**src/lss_pkg.sv**
```systemverilog
`timescale 1ns / 1ps
`default_nettype none

package lss_pkg;

	localparam int DEPTH      = 32;
	localparam int DATA_WIDTH = 32;

	localparam int ADDR_W = (DEPTH > 1) ? $clog2(DEPTH) : 1;
	localparam int CNT_W  = $clog2(DEPTH + 1);
	localparam int EXT_W  = (DATA_WIDTH > 32) ? DATA_WIDTH : 32;

	typedef enum logic [1:0] {
		CMD_PUSH   = 2'd0,
		CMD_POP    = 2'd1,
		CMD_DUMP   = 2'd2,
		CMD_SEARCH = 2'd3
	} cmd_t;

	typedef enum logic [1:0] {
		STAT_OK        = 2'd0,
		STAT_EMPTY     = 2'd1,
		STAT_FULL      = 2'd2,
		STAT_NOT_FOUND = 2'd3
	} status_t;

	typedef enum logic {
		ST_IDLE = 1'b0,
		ST_WALK = 1'b1
	} state_t;

	typedef struct packed {
		cmd_t               command;
		logic signed [31:0] value;
	} in_t;

	typedef struct packed {
		status_t            status;
		logic signed [31:0] data;
		logic               last;
	} out_t;

	// 32-bit input word to stored width, sign-extended
	function automatic logic [DATA_WIDTH-1:0] to_data(input logic signed [31:0] v);
		logic signed [EXT_W-1:0] t;
		t = EXT_W'(v);
		return t[DATA_WIDTH-1:0];
	endfunction

	// stored word to 32-bit result word
	function automatic logic signed [31:0] to_out(input logic [DATA_WIDTH-1:0] d);
		logic signed [EXT_W-1:0] t;
		t = EXT_W'(signed'(d));
		return t[31:0];
	endfunction

endpackage

`default_nettype wire

```
**src/lss_ram.sv**
```systemverilog
`timescale 1ns / 1ps
`default_nettype none

module lss_ram #(
	parameter int WIDTH = 32,
	parameter int DEPTH = 32,
	localparam int AW = (DEPTH > 1) ? $clog2(DEPTH) : 1
) (
	input  wire logic             clk,
	input  wire logic             we,
	input  wire logic [AW-1:0]    waddr,
	input  wire logic [WIDTH-1:0] wdata,
	input  wire logic             re,
	input  wire logic [AW-1:0]    raddr,
	output logic      [WIDTH-1:0] rdata
);

	logic [WIDTH-1:0] mem [DEPTH];

	always_ff @(posedge clk) begin
		if (we) begin
			mem[waddr] <= wdata;
		end
		if (re) begin
			rdata <= mem[raddr];
		end
	end

endmodule

`default_nettype wire

```
**src/lifo_stack_with_search.sv**
```systemverilog
`timescale 1ns / 1ps
`default_nettype none

// bounded lifo stack with pop, dump and search. a command transfers at a rising edge with
// start high and busy low; every result shows on result for exactly one cycle with valid
// high and cannot be held off, so the receiver must take it then. push and an empty-stack
// status are answered from the idle state without busy, and pushes are taken back to back.
// pop, dump and search raise busy and walk the memory from the top entry: pop returns that
// entry, dump gives one result per cycle after the first down to the bottom, and search
// ends at the first match from the top. the walk is set by the single read port of the entry
// memory, whose read data is registered and which delivers one entry per cycle. the memory
// needs no clearing after reset: only entries below the fill count are ever read.
module lifo_stack_with_search (
	input  wire logic          clk,
	input  wire logic          arst_n,
	input  wire logic          start,
	output logic               busy,
	input  wire lss_pkg::in_t  req,
	output logic               valid,
	output lss_pkg::out_t      result
);

	localparam int AW = lss_pkg::ADDR_W;
	localparam int CW = lss_pkg::CNT_W;
	localparam int DW = lss_pkg::DATA_WIDTH;

	// control state
	lss_pkg::state_t state_q, state_d;
	logic [CW-1:0]   count_q, count_d;
	lss_pkg::cmd_t   op_q, op_d;
	logic [AW-1:0]   addr_q, addr_d;
	logic            valid_q, valid_d;

	// payload
	logic [DW-1:0]   key_q, key_d;
	lss_pkg::out_t   result_q, result_d;

	// memory port
	logic            ram_we;
	logic [AW-1:0]   ram_waddr;
	logic            ram_re;
	logic [AW-1:0]   ram_raddr;
	logic [DW-1:0]   ram_rdata;

	logic            accept;
	logic [CW-1:0]   count_dec;
	logic [AW-1:0]   addr_dec;
	logic            at_bottom;
	logic            hit;

	lss_ram #(
		.WIDTH (DW),
		.DEPTH (lss_pkg::DEPTH)
	) u_ram (
		.clk   (clk),
		.we    (ram_we),
		.waddr (ram_waddr),
		.wdata (key_d),
		.re    (ram_re),
		.raddr (ram_raddr),
		.rdata (ram_rdata)
	);

	assign busy      = (state_q != lss_pkg::ST_IDLE);
	assign accept    = start && !busy;
	assign count_dec = count_q - CW'(1);
	assign addr_dec  = addr_q - AW'(1);
	assign at_bottom = (addr_q == '0);
	// ram_rdata holds the entry at addr_q while walking
	assign hit       = (ram_rdata == key_q);

	always_ff @(posedge clk or negedge arst_n) begin
		if (!arst_n) begin
			state_q <= lss_pkg::ST_IDLE;
			count_q <= '0;
			op_q    <= lss_pkg::CMD_PUSH;
			addr_q  <= '0;
			valid_q <= 1'b0;
		end else begin
			state_q <= state_d;
			count_q <= count_d;
			op_q    <= op_d;
			addr_q  <= addr_d;
			valid_q <= valid_d;
		end
	end

	always_ff @(posedge clk) begin
		key_q    <= key_d;
		result_q <= result_d;
	end

	always_comb begin
		state_d   = state_q;
		count_d   = count_q;
		op_d      = op_q;
		addr_d    = addr_q;
		key_d     = key_q;
		valid_d   = 1'b0;
		result_d  = result_q;
		ram_we    = 1'b0;
		ram_waddr = count_q[AW-1:0];
		ram_re    = 1'b0;
		ram_raddr = addr_dec;

		case (state_q)
			lss_pkg::ST_IDLE: begin
				if (accept) begin
					op_d  = req.command;
					key_d = lss_pkg::to_data(req.value);
					valid_d = 1'b1;
					result_d.data = '0;
					result_d.last = 1'b1;
					case (req.command)
						lss_pkg::CMD_PUSH: begin
							if (count_q == CW'(lss_pkg::DEPTH)) begin
								// full: the value is dropped
								result_d.status = lss_pkg::STAT_FULL;
							end else begin
								ram_we   = 1'b1;
								count_d  = count_q + CW'(1);
								result_d.status = lss_pkg::STAT_OK;
							end
						end
						default: begin
							if (count_q == '0) begin
								result_d.status = lss_pkg::STAT_EMPTY;
							end else begin
								// fetch the top entry, results come from the walk
								valid_d   = 1'b0;
								ram_re    = 1'b1;
								ram_raddr = count_dec[AW-1:0];
								addr_d    = count_dec[AW-1:0];
								state_d   = lss_pkg::ST_WALK;
								if (req.command == lss_pkg::CMD_POP) begin
									count_d = count_dec;
								end
							end
						end
					endcase
				end
			end
			lss_pkg::ST_WALK: begin
				case (op_q)
					lss_pkg::CMD_SEARCH: begin
						result_d.last = 1'b1;
						if (hit) begin
							valid_d = 1'b1;
							result_d.status = lss_pkg::STAT_OK;
							result_d.data   = lss_pkg::to_out(key_q);
							state_d = lss_pkg::ST_IDLE;
						end else if (at_bottom) begin
							valid_d = 1'b1;
							result_d.status = lss_pkg::STAT_NOT_FOUND;
							result_d.data   = '0;
							state_d = lss_pkg::ST_IDLE;
						end else begin
							ram_re = 1'b1;
							addr_d = addr_dec;
						end
					end
					lss_pkg::CMD_DUMP: begin
						valid_d = 1'b1;
						result_d.status = lss_pkg::STAT_OK;
						result_d.data   = lss_pkg::to_out(ram_rdata);
						result_d.last   = at_bottom;
						if (at_bottom) begin
							state_d = lss_pkg::ST_IDLE;
						end else begin
							ram_re = 1'b1;
							addr_d = addr_dec;
						end
					end
					default: begin
						// pop: single entry already fetched
						valid_d = 1'b1;
						result_d.status = lss_pkg::STAT_OK;
						result_d.data   = lss_pkg::to_out(ram_rdata);
						result_d.last   = 1'b1;
						state_d = lss_pkg::ST_IDLE;
					end
				endcase
			end
			default: begin
				state_d = lss_pkg::ST_IDLE;
			end
		endcase
	end

	assign valid  = valid_q;
	assign result = result_q;

`ifndef SYNTHESIS
	a_count_bound: assert property (@(posedge clk) disable iff (!arst_n)
		count_q <= CW'(lss_pkg::DEPTH))
		else $error("fill count beyond depth");

	a_no_write_in_walk: assert property (@(posedge clk) disable iff (!arst_n)
		(state_q == lss_pkg::ST_WALK) |-> !ram_we)
		else $error("memory write during a walk");

	a_push_strobe: assert property (@(posedge clk) disable iff (!arst_n)
		(accept && req.command == lss_pkg::CMD_PUSH) |=> (valid && result.last))
		else $error("push without a result");

	a_walk_ends_with_result: assert property (@(posedge clk) disable iff (!arst_n)
		$fell(busy) |-> (valid && result.last))
		else $error("walk ended without a final result");

	a_pop_decrements: assert property (@(posedge clk) disable iff (!arst_n)
		(accept && req.command == lss_pkg::CMD_POP && count_q != '0)
		|=> (count_q == $past(count_dec)))
		else $error("pop did not remove the top entry");
`endif

endmodule

`default_nettype wire
```
**config.mk**
```make
export PLATFORM = sky130hd
export DESIGN_NAME = lifo_stack_with_search
export DESIGN_NICKNAME = d
export VERILOG_FILES = /design/src/lss_pkg.sv /design/src/lss_ram.sv /design/src/lifo_stack_with_search.sv
export SDC_FILE = /design/constraint.sdc
export NUM_CORES = 1
export LEC_CHECK = 0
export BUFFER_PORTS_ARGS = -buffer_cell sky130_fd_sc_hd__buf_2
export CAP_MARGIN = 20
export CORE_MARGIN = 3
export CORE_UTILIZATION = 42
export CTS_BUF_LIST = sky130_fd_sc_hd__clkbuf_16
export DETAILED_ROUTE_END_ITERATION = 6
export SYNTH_ARGS = -nofsm -noshare
export SYNTH_HDL_FRONTEND = slang
export SYNTH_SLANG_ARGS = --single-unit
```
**constraint.sdc**
```tcl
create_clock -name clk -period 9.98 [get_ports clk]
set_input_delay 0.998 -clock clk [delete_from_list [all_inputs] [get_ports clk]]
set_output_delay 0.998 -clock clk [all_outputs]
set_load 0.02 [all_outputs]
```
=== After elaboration in Yosys (flattened, before gate mapping) ===
Memories as Yosys holds them, arrays and structs flattened. A register that Yosys moved wholly into a read port is not among the register bits.
Cells that the tools add are included.

* Memories kept: 1
* Register bits: 82
* Bits in writable memories: 1024

* Reduce and logical (&&, ||, !) cells: 11
* Muxes and demuxes: 45
* Equality and inequality tests: 14
* Add/sub/neg operators: 3
* Bitwise operators: 1

{| class="wikitable"
|+ Memory list
! name !! depth !! bits a word !! rd ports !! clocked after memory_dff !! write ports !! RTL line !! RTL
|-
| u_ram.mem || 32 || 32 || 1 || 1 || 1 || lss_ram.sv:18 || <nowiki>logic [WIDTH-1:0] mem [DEPTH];</nowiki>
|}

{| class="wikitable"
|+ Operators with widths
! cell !! count
|-
| $pmux 35 s2 || 2
|-
| $mux 34 || 2
|-
| $mux 32 || 2
|-
| $mux 5 || 9
|-
| $mux 35 || 1
|-
| $eq 32x32->1 || 1
|-
| $mux 6 || 4
|-
| $pmux 5 s2 || 2
|-
| $mux 1 || 17
|-
| $reduce_and 5->1 || 2
|-
| $ne 2x2->1 const B || 4
|-
| $add 6x1->6 const B || 1
|-
| $eq 6x6->1 const B || 1
|-
| $logic_not 6->1 || 1
|-
| $mux 2 || 3
|-
| $pmux 1 s2 || 3
|-
| $sub 6x1->6 const B || 1
|-
| $logic_not 5->1 || 1
|-
| $sub 5x1->5 const B || 1
|-
| $eq 2x2->1 const B || 2
|-
| $ne 4x4->1 const B || 1
|-
| $reduce_and 2->1 || 2
|-
| $ne 3x1->1 const B || 1
|-
| $ne 3x2->1 const B || 1
|-
| 9 further kinds || 9
|}

=== Logic depth before layout (Yosys ltp) ===
* Depth in word-level cells: 7
* Gate-level depth with buffers: 13

=== Hierarchy ===
From an unflattened synthesis, not the netlist that was laid out.

* Cell total of the unflattened synthesis: 2709
* Area total of the unflattened synthesis: 44900.6 um2

{| class="wikitable"
|+ By module, submodules not included
! module !! instances !! cells an instance !! area each (um2)
|-
| lss_ram || 1 || 2260 || 40812.9
|-
| lifo_stack_with_search || 1 || 449 || 4087.7
|}

=== Worst setup path after synthesis ===
No wires, ideal clock.

* Path type: input to register
* Start point: input start
* End point: memory u_ram.mem[0][0], enable pin
* Setup time: 461 ps
* Buffers on the path: 1
* Data required time: 9519 ps
* Data arrival time: 3907 ps
* Slack: 5612 ps
* Stages on the path: 4
* Cell sequence: nor2b_1 clkbuf_1 nand2_1 nor3_1

* Cells in the longest elaborated chain, start to end: 5

{| class="wikitable"
|+ RTL lines
! element !! RTL line !! RTL
|-
| start, declared || lifo_stack_with_search.sv:16 || <nowiki>input wire logic start,</nowiki>
|-
| $logic_and 1x1->1 || lifo_stack_with_search.sv:65 || <nowiki>assign accept = start && !busy;</nowiki>
|-
| $mux 1 || lifo_stack_with_search.sv:108 || <nowiki>if (accept) begin</nowiki>
|-
| $mux 1 || lifo_stack_with_search.sv:106 || <nowiki>case (state_q)</nowiki>
|-
| $mux 1 || lss_ram.sv:21 || <nowiki>if (we) begin</nowiki>
|-
| $mux 1 (implied by the code) || lss_ram.sv:22 || <nowiki>mem[waddr] <= wdata;</nowiki>
|-
| end, declared || lss_ram.sv:18 ||
|}

No other way between the ends.

=== Worst setup path in the final report ===
* Start point: register count_q[0]
* End point: register u_ram.rdata[21] (read register of u_ram.mem), data pin

* Cells in the longest elaborated chain, start to end: 5
* Elaborated cells on any way between the ends: 10

{| class="wikitable"
|+ RTL lines
! element !! RTL line !! RTL
|-
| start, declared || lifo_stack_with_search.sv:29 || <nowiki>logic [CW-1:0] count_q, count_d;</nowiki>
|-
| start signal, assigned || lifo_stack_with_search.sv:81 || <nowiki>count_q <= count_d;</nowiki>
|-
| $sub 6x1->6 / $logic_not 6->1 (equally long branches) || lifo_stack_with_search.sv:66, lifo_stack_with_search.sv:126 ||
|-
| $mux 5 / $mux 1 (equally long branches) || lifo_stack_with_search.sv:126 || <nowiki>if (count_q == '0) begin</nowiki>
|-
| $mux 5 / $mux 1 (equally long branches) || lifo_stack_with_search.sv:114 || <nowiki>case (req.command)</nowiki>
|-
| $mux 5 / $mux 1 (equally long branches) || lifo_stack_with_search.sv:108 ||
|-
| $mux 5 / $pmux 1 s2 (equally long branches) || lifo_stack_with_search.sv:106 ||
|-
| end, declared || lss_ram.sv:15 || <nowiki>output logic [WIDTH-1:0] rdata</nowiki>
|}

Parallel ways exist; a longest one is shown, timed or not.
A chain may end at the register's enable or synchronous reset.

==> impl_metrics.csv <==
group,metric,value,unit
setup_path,slowest_stage,"sky130_fd_sc_hd__o32ai_1",
sta,grt_setup_unrepaired,"false",
setup_path,timing.reg2reg.setup_slack,4.28,ns
grt,grt.total_usage,22.3,%
cts,cts.sink_count,1138,
detailed_routing,wire_per_inst,26.7,µm
floorplanning,fp.coreArea,106000,µm²
status,outcome,"finished, final reports clean",
setup_path,crit_path_cell_trace,"inv_1 > ha_1 > or4b_1 > o2111ai_4 > buf_4 > nand2_4 > or3_2 > o32ai_1 > nor3_1",
worst_hold_path,hp-class,"input pin to async pin",
cts,cts_setup_buffers,0,
cts,htree_num_levels,3,
setup_path,cp_data_required_time,10.38,ns
final_layout,finalInstanceArea,51600,µm²
cts,cts_hold_buffers,0,
yosys,commonest_cells_in_the_netlist,"sky130_fd_sc_hd__edfxtp_1, sky130_fd_sc_hd__nand2_1, sky130_fd_sc_hd__and3_1",
floorplanning,start_util,42.7,%
yosys,yosysWarningCount,0,
detailed_routing,drt_initial_violations,3477,
yosys,postSynthNetCount,3261,
yosys,synth_enable_flop_cells,1091,
sta,fin_tns_setup,0,ns
yosys,synthesis.instances,3218,
yosys,ys_types,51,
place,dpl_cell_area,47500,µm²
detailed_routing,vias,27900,
detailed_routing,detail_route.wirelength,127000,µm
floorplanning,chipHeight,335,µm
sta,setup_viol,0,
floorplanning,io_pins,74,
final_layout,design.final.nets,3302,
detailed_routing,detail_route.first_pass.iterations,5,
flow_run,max_cap_check_violation_count,0,
cts,cts_tree,"built",
floorplanning,fp.dieArea,112000,µm²
setup_path,crit_path_max_fanout,80,
detailed_routing,detail_route.vias_per_cell,5.88,
floorplanning,rows,119,
yosys,synthesis.area,45300,µm²
grt,grt_first_pass_wirelength,184000,µm
cts,post_cts_resize_count,0,
setup_path,timing.critical_path.arrival,6.10,ns
final_layout,syn2layout_area_growth,13.8,%
cts,cts.reportedPaths.clkPinSlew,0.06,ns
sta,fmaxAchievable,0.175,GHz
yosys,leading_cell_type_by_number_of_instances_after_synthesis,"sky130_fd_sc_hd__edfxtp_1",
place,gp_routability_congestion,0.815,
grt,antenna_found_initial,3,
power_and_ir_drop,power-per-cell-area,342,nW/µm²
sta,min_period,5.70,ns
setup_path,critPathCaptureType,"flop",
detailed_routing,post_route_drc,0,
cts,clock_insertion_delay_worst_skew,0.69,ns
yosys,ys_ff_latch,1138,
setup_path,cp_slowest_stage_delay,0.98,ns
yosys,synth_top_cell_area_share,72.3,%
place,post-dp-hpwl,65400,µm
power_and_ir_drop,power.static_leakage,17.7,nW
yosys,async_flop_share,1.32,%
final_layout,area.sequential,33800,µm²
power_and_ir_drop,peakVddDrop,370,µV
sta,slew_viol_final,0,
sta,relSlewSlack,23.9,%
floorplanning,die_w,335,µm
setup_path,r2r_start,"count_q[0]$_DFFE_PN0P_",
place,port-buffer-count,73,
final_layout,post_route_cells_drive_above_1_share,11.5,%
grt,grt_pass1_vias,26800,
cts,max-clock-path-buffers,3,
final_layout,multi_input_comb_area,11000,µm²
setup_path,timing.setup.critical_path_class,"flop to flop",
yosys,seq_area_frac_synth,74.5,%
power_and_ir_drop,design_power_total,17.6,mW
sta,finClkSkew,0.0190,ns
sta,report.final.hold_viol_count,0,
cts,numCtsBuffers,111,
detailed_routing,final_antenna_net_count,0,
setup_path,worstReg2RegEnd,"u_ram.rdata[21]$_DFFE_PP_",
sta,max_slew.worst_pin.slew,1.14,ns
grt,globalRouteOverflowTotal,0,
final_layout,nFillCells,8923,
cts,cts_root_buf,"sky130_fd_sc_hd__clkbuf_16",
yosys,netlist.top_cell.by_area,"sky130_fd_sc_hd__edfxtp_1",
grt,grt_max_degree,158,
sta,finalCritPeriodShare,57.1,%
setup_path,reg2reg_depth,9,
yosys,synth_area_leaders,"sky130_fd_sc_hd__edfxtp_1, sky130_fd_sc_hd__nand2_1, sky130_fd_sc_hd__a211oi_1",
yosys,post_synth.cell_area_avg,14.1,µm²
setup_path,worstSetupStartpoint,"count_q[0]$_DFFE_PN0P_",
setup_path,start_kind,"flop",
setup_path,setup.worst_path.end,"u_ram.rdata[21]$_DFFE_PP_",
yosys,synth_flop_cell,"sky130_fd_sc_hd__edfxtp_1",
## kinds of logic (layout without fill, tap and decap cells)
group | Yosys count | count (layout) | synth area share [%]
XOR/XNOR | 44 | 44 | 0.850
multiplexers | 102 | 102 | 2.25
buffers and inverters | 246 | 385 | 2.14
AO/OA/AOI/OAI | 607 | 607 | 8.90
flip-flops | 1138 | 1138 | 74.5
adder cells (fa/ha/maj) | 6 | 6 | 0.166
AND/OR/NAND/NOR | 1075 | 1075 | 11.2
other | 0 | 2 | 0
## worst min path at each step
| stage | startpoint | endpoint | slack, ns |
|---|---|---|---|
| global route | arst_n | addr_q[4]$_DFFE_PN0P_ | 0.26 |
| CTS | arst_n | busy$_DFF_PN0_ | 0.24 |
| detailed placement | addr_q[1]$_DFFE_PN0P_ | addr_q[1]$_DFFE_PN0P_ | 0.57 |
| floorplan | op_q[0]$_DFFE_PN0P_ | op_q[0]$_DFFE_PN0P_ | 0.49 |
| finish | arst_n | count_q[0]$_DFFE_PN0P_ | 0.26 |
| global placement | addr_q[1]$_DFFE_PN0P_ | addr_q[1]$_DFFE_PN0P_ | 0.57 |
## state kept, by name, indices dropped and copies added, names as in the netlist
register,cells
addr_q,5
busy,1
count_q,6
key_q,32
op_q,2
result,35
u_ram.mem,1024
u_ram.rdata,32
valid,1
## layout by cell type (no fill, tap or decap), types with 31 or more instances in the layout
cell type                   Yosys  final
sky130_fd_sc_hd__buf_4          5     69
sky130_fd_sc_hd__xnor2_1       37     37
sky130_fd_sc_hd__a21oi_1      100    100
sky130_fd_sc_hd__nand3_1      101    101
sky130_fd_sc_hd__clkbuf_16      0    113
sky130_fd_sc_hd__and3_1       259    257
sky130_fd_sc_hd__o21ai_0      107    107
sky130_fd_sc_hd__nor3_1        41     39
sky130_fd_sc_hd__o32ai_1       34     34
sky130_fd_sc_hd__mux2i_1      101     99
sky130_fd_sc_hd__dfxtp_1       32     32
sky130_fd_sc_hd__a211oi_1     256    256
sky130_fd_sc_hd__nand2_1      565    564
sky130_fd_sc_hd__a41oi_1       32     32
sky130_fd_sc_hd__inv_1          6     38
sky130_fd_sc_hd__edfxtp_1    1091   1091
sky130_fd_sc_hd__nand4_1       42     42
sky130_fd_sc_hd__buf_2         24     73
sky130_fd_sc_hd__nor2_4         0     31
sky130_fd_sc_hd__a31oi_1       35     35
## critical path: cells and delay by family, from the launching register on
kind	cells	cell delay (ns)
DFF	1	0.49
AOI/OAI and AO/OA	2	1.22
buffers and inverters	2	0.85
and+or+nand+nor	4	2.43
adders and majority gates	1	0.29
## metal layers
metal / up-vias / global-route usage, % / share of wire, %
met1: 14200 / 32.6 / 43
met2: 1172 / 34.2 / 46
met3: 195 / 3.26 / 7.6
li1: 12400 / - / -
met5: - / 0 / 0
met4: 0 / 7.74 / 3.4
## final cells by class
cell class / instances / area share (%)
multi-input combinational: 1834 / 21.3
inverter: 6 / 0.0436
antenna: 2 / 0.00970
timing repair buffer: 168 / 3.00
clock buffer: 113 / 5.48
tap: 1391 / 3.37
sequential: 1138 / 65.4
clock inverter: 98 / 1.40
## through the flow
step           util, %  cells  worst slack, ns  hold slack, ns
3_3_place_gp      44.7   4512             4.07           0.573
3_5_place_dp      44.7   4515             3.95           0.569
2_1_floorplan        -   3218             5.61           0.495
5_1_grt           48.6   4748             4.09           0.260
6_report          48.6   4750             4.28           0.262
4_1_cts           48.1   4726             3.99           0.241
## where the power goes
part / total [mW] / switching [mW] / internal, mW
Combinational: 7.23 / 5.10 / 2.13
Sequential: 6.35 / 0.232 / 6.12
Clock: 4.06 / 1.77 / 2.29
Total: 17.6 / 7.10 / 10.5
Note: power is estimated with default switching activity, not from simulation.
